File: config.mk
export PLATFORM = sky130hd
export DESIGN_NAME = gspid_cfg
export DESIGN_NICKNAME = d
export VERILOG_FILES = /design/src/rtl/two_axis_gain_scheduled_incremental_pid_assert.svh /design/src/rtl/gspid_pkg.sv /design/src/rtl/gspid_cfg.sv
export SDC_FILE = /design/constraint.sdc
export NUM_CORES = 1
export LEC_CHECK = 0
export BUFFER_PORTS_ARGS = -buffer_cell sky130_fd_sc_hd__buf_2
export CAP_MARGIN = 10
export CORE_MARGIN = 10
export CORE_UTILIZATION = 51
export CTS_CLUSTER_SIZE = 8
export DETAILED_ROUTE_END_ITERATION = 7
export GPL_TIMING_DRIVEN = 0
export HOLD_SLACK_MARGIN = 0.08
export PLACE_DENSITY = 0.84
export RECOVER_POWER = 100
export SYNTH_ARGS = -nofsm -noshare
export SYNTH_HDL_FRONTEND = slang
export SYNTH_SLANG_ARGS = --single-unit
export TNS_END_PERCENT = 20
File: constraint.sdc
create_clock -name clk -period 1.1 [get_ports clk]
set_input_delay 0.055 -clock clk [delete_from_list [all_inputs] [get_ports clk]]
set_output_delay 0.055 -clock clk [all_outputs]
set_load 0.05 [all_outputs]
File: src/rtl/two_axis_gain_scheduled_incremental_pid_assert.svh
// Assertion macros shared by the controller's RTL files.
`ifndef TWO_AXIS_GAIN_SCHEDULED_INCREMENTAL_PID_ASSERT_SVH
`define TWO_AXIS_GAIN_SCHEDULED_INCREMENTAL_PID_ASSERT_SVH

// Same-cycle implication, checked at every rising edge outside reset.
`define GSPID_ASSERT_IMP(label, ante, cons) \
  label: assert property (@(posedge clk) disable iff (rst) (ante) |-> (cons)) \
    else $error("gspid assertion failed");

// Next-cycle implication, checked at every rising edge outside reset.
`define GSPID_ASSERT_NXT(label, ante, cons) \
  label: assert property (@(posedge clk) disable iff (rst) (ante) |=> (cons)) \
    else $error("gspid assertion failed");

`endif

File: src/rtl/gspid_pkg.sv
// Shared types and constants of the two-axis gain-scheduled PID controller.
package gspid_pkg;

  localparam int DATA_W     = 16;
  localparam int THRESH_W   = 15;
  localparam int GAIN_W     = 16;
  localparam int REGS_W     = 48;
  localparam int INDEX_W    = 3;
  localparam int GAIN_SHIFT = 12;

  localparam logic [THRESH_W-1:0] THRESH_RESET = THRESH_W'(256);

  localparam logic signed [DATA_W-1:0] CMD_MAX = {1'b0, {(DATA_W-1){1'b1}}};
  localparam logic signed [DATA_W-1:0] CMD_MIN = {1'b1, {(DATA_W-1){1'b0}}};

  typedef enum logic [INDEX_W-1:0] {
    REG_THRESHOLD  = 3'd0,
    REG_PITCH_FAR  = 3'd1,
    REG_PITCH_NEAR = 3'd2,
    REG_YAW_FAR    = 3'd3,
    REG_YAW_NEAR   = 3'd4
  } reg_index_t;

  // One gain set as packed in a register: kd in the top, kp in the bottom.
  typedef struct packed {
    logic signed [GAIN_W-1:0] kd;
    logic signed [GAIN_W-1:0] ki;
    logic signed [GAIN_W-1:0] kp;
  } gains_t;

  typedef struct packed {
    logic [THRESH_W-1:0] threshold;
    gains_t              pitch_far;
    gains_t              pitch_near;
    gains_t              yaw_far;
    gains_t              yaw_near;
  } cfg_t;

endpackage

File: src/rtl/gspid_cfg.sv
// Configuration registers: threshold and four gain sets.
module gspid_cfg (
  input  logic                                 clk,
  input  logic                                 rst,
  input  logic                                 wr_en,
  input  logic [gspid_pkg::INDEX_W-1:0]        wr_index,
  input  logic [gspid_pkg::REGS_W-1:0]         wr_data,
  output gspid_pkg::cfg_t                      cfg
);

  always_ff @(posedge clk) begin
    if (rst) begin
      cfg.threshold  <= gspid_pkg::THRESH_RESET;
      cfg.pitch_far  <= '0;
      cfg.pitch_near <= '0;
      cfg.yaw_far    <= '0;
      cfg.yaw_near   <= '0;
    end else if (wr_en) begin
      // Writes to indexes past the last register are dropped.
      case (wr_index)
        gspid_pkg::REG_THRESHOLD:  cfg.threshold  <= wr_data[gspid_pkg::THRESH_W-1:0];
        gspid_pkg::REG_PITCH_FAR:  cfg.pitch_far  <= wr_data;
        gspid_pkg::REG_PITCH_NEAR: cfg.pitch_near <= wr_data;
        gspid_pkg::REG_YAW_FAR:    cfg.yaw_far    <= wr_data;
        gspid_pkg::REG_YAW_NEAR:   cfg.yaw_near   <= wr_data;
        default: ;
      endcase
    end
  end

endmodule

* Word level (Yosys, flattened, before mapping)
Cells that the tools add are included.
Cells by class: reduce and logical (&&, ||, !) cells 6, eq/ne operators 4
Operators by type and width (number):
- $reduce_and A2 Y1 | 5
- $eq A3 B2 Y1 const B | 2
- $eq A3 B1 Y1 const B | 1
- $eq A3 B3 Y1 const B | 1
- $logic_not A3 Y1 | 1
Storage, ports and cells: register bits 207, word-level logic and storage cells 23, output and inout bits 207, input port bits 54

* Longest topological paths before layout
word-level depth 2, gate-level depth with buffers 5, depth with buffers taken out 2

* Worst setup path before layout
No wires, ideal clock.
path type input to register, start input wr_index[0] in the netlist's numbering, end register cfg[196] in the netlist's numbering, path slack 0.124 ns, library setup time 0.122 ns, arrival time 0.854 ns, cell stages on the path 3, required time 0.978 ns, path through or4b_1 buf_6 mux2i_1
On the way: cells in the longest elaborated chain, start to end 2
Ends and longest elaborated chain:
- start, declared | line gspid_cfg.sv:6 | input logic [gspid_pkg::INDEX_W-1:0] wr_index,
- $logic_not A3 Y1 | line gspid_cfg.sv:20 | case (wr_index)
- $reduce_and A2 Y1 (no source line)
- end, declared | line gspid_cfg.sv:8 | output gspid_pkg::cfg_t cfg
No other way between the ends. A chain may end at the register's enable or synchronous reset.

* Final worst setup path
start register cfg[13] in the netlist's numbering, end output cfg[13] in the netlist's numbering
No word-level cell between the ends.

==> impl_metrics.ini <==
[run_status]
status = finished, violations left
violations = negative hold slack, negative setup slack

[routing]
antenna_left = 0
drt_iter0_drc = 317
firstDrtPassIters = 5
wl_per_cell_um = 24.54
num_vias = 6923
finalWirelength_mm = 31.58
viasPerCell = 5.379
drc = 0

[global_routing]
grt-ovfl-total = 0
grt_max_degree = 14
grt_usage_pct = 26.31
antenna_found_initial = 3
grt_pass1_wl_mm = 45.44
first_global_vias = 7819

[logic_synthesis]
synth_area_um2 = 8162
yosysSeqAreaShare_pct = 50.77
ys_seq_elements = 207
synthCells = 729
syn_avg_cell_area_um2 = 11.20
yosysWarningCount = 0
synth_nets = 783
yosysUniqueCellTypes = 14

[setup_path]
crit_buf_inv = 1
cp_slowest_stage_delay_ns = 0.37
crit_family = flip-flops
crit_slowest_cell = dfxtp_4
required_ns = 1.04
cp-end-kind = output port
critPathMaxFanout = 2
cp.arrival_ns = 1.06
path_cells = buf_8
cp-start-kind = flip-flop
worstSetupPathType = flip-flop to output port

[clock_network]
htreeDepth = 1
hold_buffers = 49
clock_path_buffers = 3
root_buffer = clkbuf_16
clock-sinks = 207
cts_tree = done
clkTransAtPathRegs_ns = 0.05
cts_buffers = 29
clk-insertion-delay-late_ns = 0.51

[floorplanning]
rows = 46
dieArea_um2 = 21460
core_um2 = 15770
start_util_pct = 51.75
die_h_um = 146.5
die_w_um = 146.5
num_io_pins = 261

[cells_and_area]
largest_registers = cfg (207)
multiInputGateArea_um2 = 3749
layout.nets = 1124
stdcell_area_um2 = 12650
top_register = cfg
register_area_um2 = 4399
largest_reg_flops = 207
area_growth_pct = 55.04
drive_gt1_share_pct = 47.90
nFillCells = 883

[placement]
postPlaceCellArea_um2 = 9728
hpwl_mm = 17.61
dp_slack_ns = -0.6086
gp_congestion = 0.7656
portBuffers = 259

[hold_path]
hold_class = primary input to flip-flop

[timing]
fin_crit_ns = 1.111
worst_slack_ns = -0.01106
worst_pin_slew_ns = 0.8565
hold_slack_ns = -0.03301
slew_violations = 0
hold_violations = 5
max_freq_mhz = 900.0
timing.clock.skew_ns = 0
grt_setup_unrepaired = yes
post-route-period-util_pct = 101.0
setup_viol = 3
relSlewSlack_pct = 42.75

[flow_run]
max_cap_violations = 0

[pwr]
ir_drop_mv = 1.217
p_total_w = 0.01764
leakage_nw = 6.009
p_per_area_nw_per_um2 = 1394
per-layer routing:
layer	GRT usage, %	vias up	wire length (µm)
met3	8.127	97	2340
met2	48.48	320	16550
met4	11.66	2	1334
met5	0	-	8
li1	-	3068	-
met1	26.65	3436	11340
layout make-up:
type                    instances  area share, %
clock buffers                  30          5.765
multi-input cells             470          29.63
flip-flops and latches        207          34.77
well taps                     216          2.136
diodes                          2        0.03955
plain buffers                  52          1.988
repair buffers                310          25.68
layout by cell type (no fill, tap or decap), types with 2 or more instances in the layout:
cell,count
clkbuf_16,29
dlygate4sd3_1,49
nand4bb_1,3
nor2_1,2
buf_2,57
clkbuf_4,2
dfxtp_2,195
buf_6,168
buf_4,6
dfxtp_1,9
dfxtp_4,3
clkbuf_1,30
buf_8,41
nand2b_1,254
diode_2,2
clkbuf_2,9
mux2i_1,207
worst paths after layout:
| kind | start | slack (ns) | endpoint | cells past startpoint |
|---|---|---|---|---|
| setup reg to reg | cfg[109] | 0.31 | cfg[109] | 2 |
| hold / removal | wr_index[2] | -0.03 | cfg[200] | 3 |
| setup / recovery | cfg[13] | -0.01 | cfg[13] | 1 |
| hold reg to reg | cfg[187] | 0.47 | cfg[187] | 2 |
power breakdown:
part / internal [W] / switching, W / leakage [nW]
clock: 0.00458 / 0.00307 / 0.359
combinational: 0.000868 / 0.00126 / 3.88
sequential: 0.00770 / 0.000150 / 1.77
metrics by stage:
step,util (%),hold slack [ns],cells,TNS (ns)
2_1_floorplan,-,0.2222,729,0
3_3_place_gp,61.69,0.3915,1204,-78.03
3_5_place_dp,61.69,0.3935,1204,-83.16
4_1_cts,78.71,-0.05051,1283,-0.01242
5_1_grt,80.22,-0.01631,1286,-0.2945
6_report,80.24,-0.03301,1287,-0.01217
repair_timing:
action,4_1_cts,5_1_grt
resized for setup,549,115
endpoints found under the hold margin,207,5
endpoints found under the setup margin,244,104
buffers inserted,0,2
synthesized netlist by cell type:
master / n / area share (%)
nand4b_1: 1 / 0.11
nor4b_2: 1 / 0.18
buf_4: 11 / 1.0
dfxtp_1: 207 / 51
clkbuf_1: 29 / 1.3
buf_1: 1 / 0.046
or4b_1: 1 / 0.12
and4bb_2: 1 / 0.15
buf_6: 3 / 0.41
nand2b_1: 254 / 19
buf_2: 8 / 0.49
mux2i_1: 207 / 25
nand4bb_1: 3 / 0.41
nor2_1: 2 / 0.092
cell families after synthesis:
kind of cell,count (synthesis),share of synthesized area (%)
buffers and inverters,52,3.296
flip-flops,207,50.77
multiplexers,207,25.39
AND/OR/NAND/NOR,263,20.54
No activity file was read; power rests on OpenSTA's default activity.
