<file path="config.mk">
export PLATFORM = sky130hd
export DESIGN_NAME = gspid_axis
export DESIGN_NICKNAME = d
export VERILOG_FILES = /design/src/rtl/gspid_pkg.sv /design/src/rtl/gspid_axis.sv
export VERILOG_INCLUDE_DIRS = /design/src /design/src/rtl
export SDC_FILE = /design/constraint.sdc
export NUM_CORES = 2
export LEC_CHECK = 0
export BUFFER_PORTS_ARGS = -buffer_cell sky130_fd_sc_hd__buf_2
export CAP_MARGIN = 20
export CORE_MARGIN = 2
export CORE_UTILIZATION = 50
export DETAILED_ROUTE_END_ITERATION = 10
export PLACE_DENSITY_LB_ADDON = 0.05
export SLEW_MARGIN = 20
export SYNTH_ARGS = -nofsm -noshare
export SYNTH_HDL_FRONTEND = slang
export SYNTH_SLANG_ARGS = --single-unit
</file>
<file path="constraint.sdc">
create_clock -name clk -period 43.8 [get_ports clk]
set_clock_uncertainty 0.1 [all_clocks]
set_input_delay 8.76 -clock clk [delete_from_list [all_inputs] [get_ports clk]]
set_output_delay 8.76 -clock clk [all_outputs]
set_load 0.03 [all_outputs]
</file>
<file path="src/rtl/two_axis_gain_scheduled_incremental_pid_assert.svh">
// Assertion macros shared by the controller's RTL files.
`ifndef TWO_AXIS_GAIN_SCHEDULED_INCREMENTAL_PID_ASSERT_SVH
`define TWO_AXIS_GAIN_SCHEDULED_INCREMENTAL_PID_ASSERT_SVH

// Same-cycle implication, checked at every rising edge outside reset.
`define GSPID_ASSERT_IMP(label, ante, cons) \
  label: assert property (@(posedge clk) disable iff (rst) (ante) |-> (cons)) \
    else $error("gspid assertion failed");

// Next-cycle implication, checked at every rising edge outside reset.
`define GSPID_ASSERT_NXT(label, ante, cons) \
  label: assert property (@(posedge clk) disable iff (rst) (ante) |=> (cons)) \
    else $error("gspid assertion failed");

`endif

</file>
<file path="src/rtl/gspid_pkg.sv">
// Shared types and constants of the two-axis gain-scheduled PID controller.
package gspid_pkg;

  localparam int DATA_W     = 16;
  localparam int THRESH_W   = 15;
  localparam int GAIN_W     = 16;
  localparam int REGS_W     = 48;
  localparam int INDEX_W    = 3;
  localparam int GAIN_SHIFT = 12;

  localparam logic [THRESH_W-1:0] THRESH_RESET = THRESH_W'(256);

  localparam logic signed [DATA_W-1:0] CMD_MAX = {1'b0, {(DATA_W-1){1'b1}}};
  localparam logic signed [DATA_W-1:0] CMD_MIN = {1'b1, {(DATA_W-1){1'b0}}};

  typedef enum logic [INDEX_W-1:0] {
    REG_THRESHOLD  = 3'd0,
    REG_PITCH_FAR  = 3'd1,
    REG_PITCH_NEAR = 3'd2,
    REG_YAW_FAR    = 3'd3,
    REG_YAW_NEAR   = 3'd4
  } reg_index_t;

  // One gain set as packed in a register: kd in the top, kp in the bottom.
  typedef struct packed {
    logic signed [GAIN_W-1:0] kd;
    logic signed [GAIN_W-1:0] ki;
    logic signed [GAIN_W-1:0] kp;
  } gains_t;

  typedef struct packed {
    logic [THRESH_W-1:0] threshold;
    gains_t              pitch_far;
    gains_t              pitch_near;
    gains_t              yaw_far;
    gains_t              yaw_near;
  } cfg_t;

endpackage

</file>
<file path="src/rtl/gspid_axis.sv">
// One axis: gain selection, incremental PID update and saturation.
module gspid_axis (
  input  logic                                 clk,
  input  logic                                 rst,
  input  logic                                 fire,
  input  logic signed [gspid_pkg::DATA_W-1:0]  e,
  input  logic [gspid_pkg::THRESH_W-1:0]       threshold,
  input  gspid_pkg::gains_t                    far_gains,
  input  gspid_pkg::gains_t                    near_gains,
  output logic signed [gspid_pkg::DATA_W-1:0]  command
);

  `include "two_axis_gain_scheduled_incremental_pid_assert.svh"

  localparam int DW    = gspid_pkg::DATA_W;
  localparam int GW    = gspid_pkg::GAIN_W;
  localparam int SH    = gspid_pkg::GAIN_SHIFT;
  localparam int D1_W  = DW + 1;
  localparam int D2_W  = DW + 2;
  localparam int PP_W  = GW + D1_W;
  localparam int PI_W  = GW + DW;
  localparam int PD_W  = GW + D2_W;
  localparam int SUM_W = PD_W - SH + 3;

  logic signed [DW-1:0] prev_error;
  logic signed [DW-1:0] prev2_error;

  logic [D1_W-1:0]           mag;
  logic                      use_far;
  gspid_pkg::gains_t         g;
  logic signed [D1_W-1:0]    d1;
  logic signed [D2_W-1:0]    d2;
  logic signed [PP_W-1:0]    prod_p;
  logic signed [PI_W-1:0]    prod_i;
  logic signed [PD_W-1:0]    prod_d;
  logic signed [PP_W-SH-1:0] term_p;
  logic signed [PI_W-SH-1:0] term_i;
  logic signed [PD_W-SH-1:0] term_d;
  logic signed [SUM_W-1:0]   sum;
  logic signed [DW-1:0]      command_next;

  always_comb begin
    // The most negative error has magnitude 2^15, which needs the extra bit.
    mag     = e[DW-1] ? D1_W'(-D1_W'(e)) : D1_W'(e);
    use_far = mag > D1_W'(threshold);
    g       = use_far ? far_gains : near_gains;
    d1      = D1_W'(e) - D1_W'(prev_error);
    d2      = D2_W'(e) - (D2_W'(prev_error) <<< 1) + D2_W'(prev2_error);
    prod_p  = g.kp * d1;
    prod_i  = g.ki * e;
    prod_d  = g.kd * d2;
    // Dropping the low bits of a signed product is a floor shift.
    term_p  = prod_p[PP_W-1:SH];
    term_i  = prod_i[PI_W-1:SH];
    term_d  = prod_d[PD_W-1:SH];
    sum     = SUM_W'(term_p) + SUM_W'(term_i) + SUM_W'(term_d) + SUM_W'(command);
    if (sum > SUM_W'(gspid_pkg::CMD_MAX)) begin
      command_next = gspid_pkg::CMD_MAX;
    end else if (sum < SUM_W'(gspid_pkg::CMD_MIN)) begin
      command_next = gspid_pkg::CMD_MIN;
    end else begin
      command_next = sum[DW-1:0];
    end
  end

  // The stored last command doubles as the result register of this axis.
  always_ff @(posedge clk) begin
    if (rst) begin
      prev_error  <= '0;
      prev2_error <= '0;
      command     <= '0;
    end else if (fire) begin
      prev2_error <= prev_error;
      prev_error  <= e;
      command     <= command_next;
    end
  end

  `GSPID_ASSERT_NXT(a_hist_shift, fire, prev2_error == $past(prev_error))
  `GSPID_ASSERT_NXT(a_hist_load, fire, prev_error == $past(e))
  `GSPID_ASSERT_NXT(a_cmd_hold, !fire, $stable(command) && $stable(prev_error))

endmodule

</file>
# Word-level counts from Yosys, hierarchy flattened
# Index checks and enable logic that the tools add are counted.
# totals
regBits	48
# op_classes
magnitude_cmp	3
addsub	7
multipliers	3
muxes	4
# op_table
operator	count
$mux 48	1
$mul 16x18->34	1
$mul 16x17->33	1
$mul 16x16->32	1
$mux 16	2
$add 23x16->24	1
$gt 24x16->1 const B	1
$lt 24x16->1 const B	1
$add 22x22->23	1
$add 21x20->22	1
$add 18x16->18	1
$sub 16x17->18	1
$gt 17x15->1	1
$mux 17	1
$neg 16->17	1
$sub 16x16->17	1

# Logic depth before layout (Yosys ltp)
# depth
ltp_word	11
depth_mapped	61

# Worst setup path before layout
# OpenSTA, ideal clock, no wires.
# synth_path
kind	input to register
from	input port e[0] (netlist name)
to	register command[13] (netlist name)
required_time_ps	43566
t_arrival_ps	21417
path_stages	53
slack_ps	22149
cell_sequence	buf_2 > inv_1 > clkbuf_1 > ha_1 > nand3_1 > o31ai_1 > and3_1 > xnor2_1 > ha_1 > a211o_1 > o211ai_1 > a21oi_1 > a211o_1 > nand2_4 > buf_6 > clkbuf_1 > buf_2 > mux2i_1 > [... 17 more ...] > o41a_4 > a311o_1 > fa_1 > inv_1 > fa_1 > inv_1 > ha_1 > nand3_1 > nor2_1 > a2111o_1 > and2_1 > nor3_1 > o2bb2ai_1 > nand2_1 > or4_1 > o22ai_2 > buf_2 > a211oi_1
# synth_via
elab_chain_len	11
word_cells_on_any_way	17
classes_between	add/sub (7); mul (3); order compare (3); mux (4)
# synth_lines
element	line_no	text
start: declaration	gspid_axis.sv:6	input logic signed [gspid_pkg::DATA_W-1:0] e,
$neg 16->17	gspid_axis.sv:44	mag = e[DW-1] ? D1_W'(-D1_W'(e)) : D1_W'(e);
$mux 17	gspid_axis.sv:44	
$gt 17x15->1	gspid_axis.sv:45	use_far = mag > D1_W'(threshold);
$mux 48	gspid_axis.sv:46	g = use_far ? far_gains : near_gains;
$mul 16x17->33 or $mul 16x16->32 (tied branches)	gspid_axis.sv:49, gspid_axis.sv:50	
$add 21x20->22	gspid_axis.sv:56	sum = SUM_W'(term_p) + SUM_W'(term_i) + SUM_W'(term_d) + SUM_W'(command);
$add 22x22->23 (*)	gspid_axis.sv:56	
$add 23x16->24 (*)	gspid_axis.sv:56	
$lt 24x16->1	gspid_axis.sv:59	end else if (sum < SUM_W'(gspid_pkg::CMD_MIN)) begin
$mux 16	gspid_axis.sv:59	
$mux 16 (*)	gspid_axis.sv:57	if (sum > SUM_W'(gspid_pkg::CMD_MAX)) begin
end signal: assignment	gspid_axis.sv:75	command <= command_next;
end: declaration	gspid_axis.sv:10	output logic signed [gspid_pkg::DATA_W-1:0] command
# Mark *: on every way between the ends. The rest lies on a longest branch, timed or not.
# A chain may end at the register's enable or synchronous reset.

# Final worst setup path
# layout_path
from	input port e[0] (netlist name)
to	register command[7] (netlist name)
# The elaborated chain is that of the path after synthesis.

==> results.md <==
- Status: completed
- Placed Instances: about 5400
- WL per Instance: 20.9 um
- Worst R2R Path Depth: 42
- Num Clock Sinks: 48
- Max transition margin: a little under a quarter
- Mapped Avg Cell Area: 8.72 sq um
- Post-CTS setup buffers: 0
- Synth warn: 0
- Max incr delay on CP: between 0.7 and 0.8 ns
- Cell area after layout: just under 40000 sq um
- Netlist cell types: 86
- Hold path start: prev2_error[15]
- Antenna violations before repair: 3
- Ranking of synthesized cells by area: fa_1, inv_1, ha_1
- First-pass GRT wire length: 180 mm
- DIE HEIGHT: between 200 and 300 um
- Final setup fails: 0
- EDFF count, synth: 0
- CP max-delay cell: buf_4
- Post-cts sizing count: 0
- Final hold vios: 0
- Buffers on Ports: around 150
- Crit path launch: e[0]
- Worst EP required: between 40 and 50 ns
- GRT Util Overall: 30.4%
- CTS Hold Bufs: 0
- Share of post-route cells with drive strength above 1: approximately 7.1%
- Async set-reset flop share out of synthesis: 0%
- Critical-path maximum fanout: 50
- Die width: approximately 280 um
- # fillers: 7136
- Unrepaired setup endpoints after global routing: false
- Final wirelength: approximately 110 mm
- Kind of critical path: in2reg
- Core Util, Final: about 53%
- Ys flop type: dfxtp_1
- Reg-to-Reg Start: prev_error[0]
- Cell area after synthesis: roughly 38000 sq um
- Synth cell count leaders: inv_1, fa_1, nand2_1
- Global placer's final weighted congestion: 0.930
- Minimum clock period: roughly 24 ns
- Setup TNS: 0 ns
- Actual slew at the worst max-slew pin: 1.12 ns
- Drt drc: 0
- Routed vias: slightly below 30000
- R2r setup slk: 29.43 ns
- Mapped Cells: approximately 4300
- Yosys reg bits: 48
- CP endpoint kind: flop
- Clock slew at reported path FFs: around 0.070 ns
- Most numerous cell in the Yosys netlist: inv_1
- Vias in the first global route: ~31000
- Top cell by count, worst path: inv_1
- Finished Layout Cells: 5359
- Nature of the critical path startpoint: primary input
- HPWL Detailed: approximately 95 mm
- Final Max Tran Viols: 0
- H-tree depth: 2
- CTS tree: yes
- Worst setup path end: command[7]
- Max-cap violations: 0
- Root Driver: clkbuf_16
- Final nets: 5718
- Sequential fraction of the synthesis area: 2.55%
- Grt ovf: 0
- CP arrival: 24.11 ns
- Number of vias per cell: 5.41
- 1st-iter DRT viols: 1865
- Die area: 77400 sq um
- Synth area leader: fa_1
- Clock latency at the later pin of the worst-skew pair: between 0.2 and 0.3 ns
- CTS Buf Count: 5
- Row cnt: 100
- Final period util: a little under three fifths
- Drt first pass iters: 6
- Largest net degree at the start of global routing: a little over 50
- Top cell type's share of synthesized area: 47.1%
- CTS Buffer Depth: 2
- Syn nets: 5643
- Post-DRT Antenna Nets: 0
- RR Endpoint: command[7]
- Worst hold path type: reg2reg
- Fmax achieved: just over 0.04 GHz
- Syn-to-layout area delta: 5.62%
- Core area: between 70000 and 80000 sq um
- Initial Util: between 50% and 60%
- I/O pin total: around 150
- Placed inst area: approximately 40000 sq um
## placed cells by master, fill, tap and decap left out, types with 10 or more instances in the layout
| cell type | synthesis | final |
|---|---|---|
| a211o_1 | 10 | 10 |
| a211oi_1 | 19 | 18 |
| a21o_1 | 44 | 44 |
| a21oi_1 | 66 | 66 |
| a311oi_1 | 20 | 20 |
| a31oi_1 | 32 | 32 |
| and2_1 | 41 | 41 |
| and3_1 | 14 | 14 |
| buf_2 | 15 | 145 |
| buf_4 | 1 | 63 |
| dfxtp_1 | 48 | 48 |
| fa_1 | 885 | 885 |
| ha_1 | 315 | 315 |
| inv_1 | 1099 | 1099 |
| mux2_2 | 40 | 40 |
| mux2i_1 | 69 | 65 |
| nand2_1 | 474 | 474 |
| nand2b_1 | 33 | 33 |
| nand3_1 | 44 | 44 |
| nand4_1 | 22 | 22 |
| nor2_1 | 423 | 423 |
| nor2b_1 | 29 | 29 |
| nor3_1 | 52 | 52 |
| nor4_1 | 18 | 17 |
| o21ai_0 | 30 | 30 |
| o21ai_1 | 16 | 16 |
| o31ai_1 | 12 | 12 |
| or2_2 | 15 | 15 |
| or3_1 | 10 | 10 |
| xnor2_1 | 111 | 108 |
| xor2_1 | 40 | 39 |
## state kept, by name (all words and copies together), names as in the netlist
name / flops
command: 16
prev_error: 16
prev2_error: 16
## cell families (layout without fill, tap and decap cells)
| family | count (synthesis) | count (layout) | share of synthesized area (%) |
|---|---|---|---|
| adders and majority gates | 1200 | 1200 | 57.6 |
| DFF | 48 | 48 | 2.55 |
| and+or+nand+nor | 1207 | 1207 | 14.0 |
| other | 0 | 1 | 0 |
| AOI/OAI and AO/OA | 352 | 352 | 6.73 |
| xor gates and xnor gates | 151 | 151 | 3.52 |
| muxes | 111 | 111 | 3.13 |
| buffers and inverters | 1244 | 1320 | 12.5 |
## through the flow
| step | hold WS (ns) | setup slack [ns] |
|---|---|---|
| 2_1_floorplan | 0.360 | 22.15 |
| 3_3_place_gp | 0.373 | 19.83 |
| 3_5_place_dp | 0.382 | 19.62 |
| 4_1_cts | 0.401 | 19.92 |
| 5_1_grt | 0.419 | 19.01 |
| 6_report | 0.395 | 19.70 |
## layer usage
metal  up-vias  part of all wire [%]  GRT usage [%]
met5         -                 0.021              0
met4         4                   3.6           9.26
met3       177                   7.0           4.96
met2       930                    47           49.6
met1     14700                    42           41.7
li1      13200                     -              -
## critical path: cells and delay by family
kind                     cells  cell delay (ns)
XOR/XNOR                     2             0.46
adder cells (fa/ha/maj)     12             4.65
AND/OR/NAND/NOR             17             4.11
multiplexers                 1             0.51
AO/OA/AOI/OAI               11             3.73
buffers and inverters       10             1.74
## final cells by class
type / count / area (sq um) / area share, %
Inverter: 1104 / 4140 / 10.4
Clock buffer: 5 / 125 / 0.315
Multi-Input combinational cell: 3021 / 32000 / 80.6
Timing Repair Buffer: 208 / 1200 / 3.02
Tap cell: 969 / 1210 / 3.05
Antenna cell: 1 / 2.50 / 0.00630
Sequential cell: 48 / 961 / 2.42
Clock inverter: 3 / 47.5 / 0.120
## worst min path at each step
stage | cells after the start | end
after floorplan | 2 | prev2_error[10]
after global placement | 2 | prev2_error[10]
after detailed placement | 2 | prev2_error[15]
after CTS | 2 | prev2_error[4]
after global routing | 2 | prev2_error[8]
final | 2 | prev2_error[15]
Power is left out: the tool's default activity adds up to more than one toggle a clock period on the data nets, which glitch-free logic cannot reach.
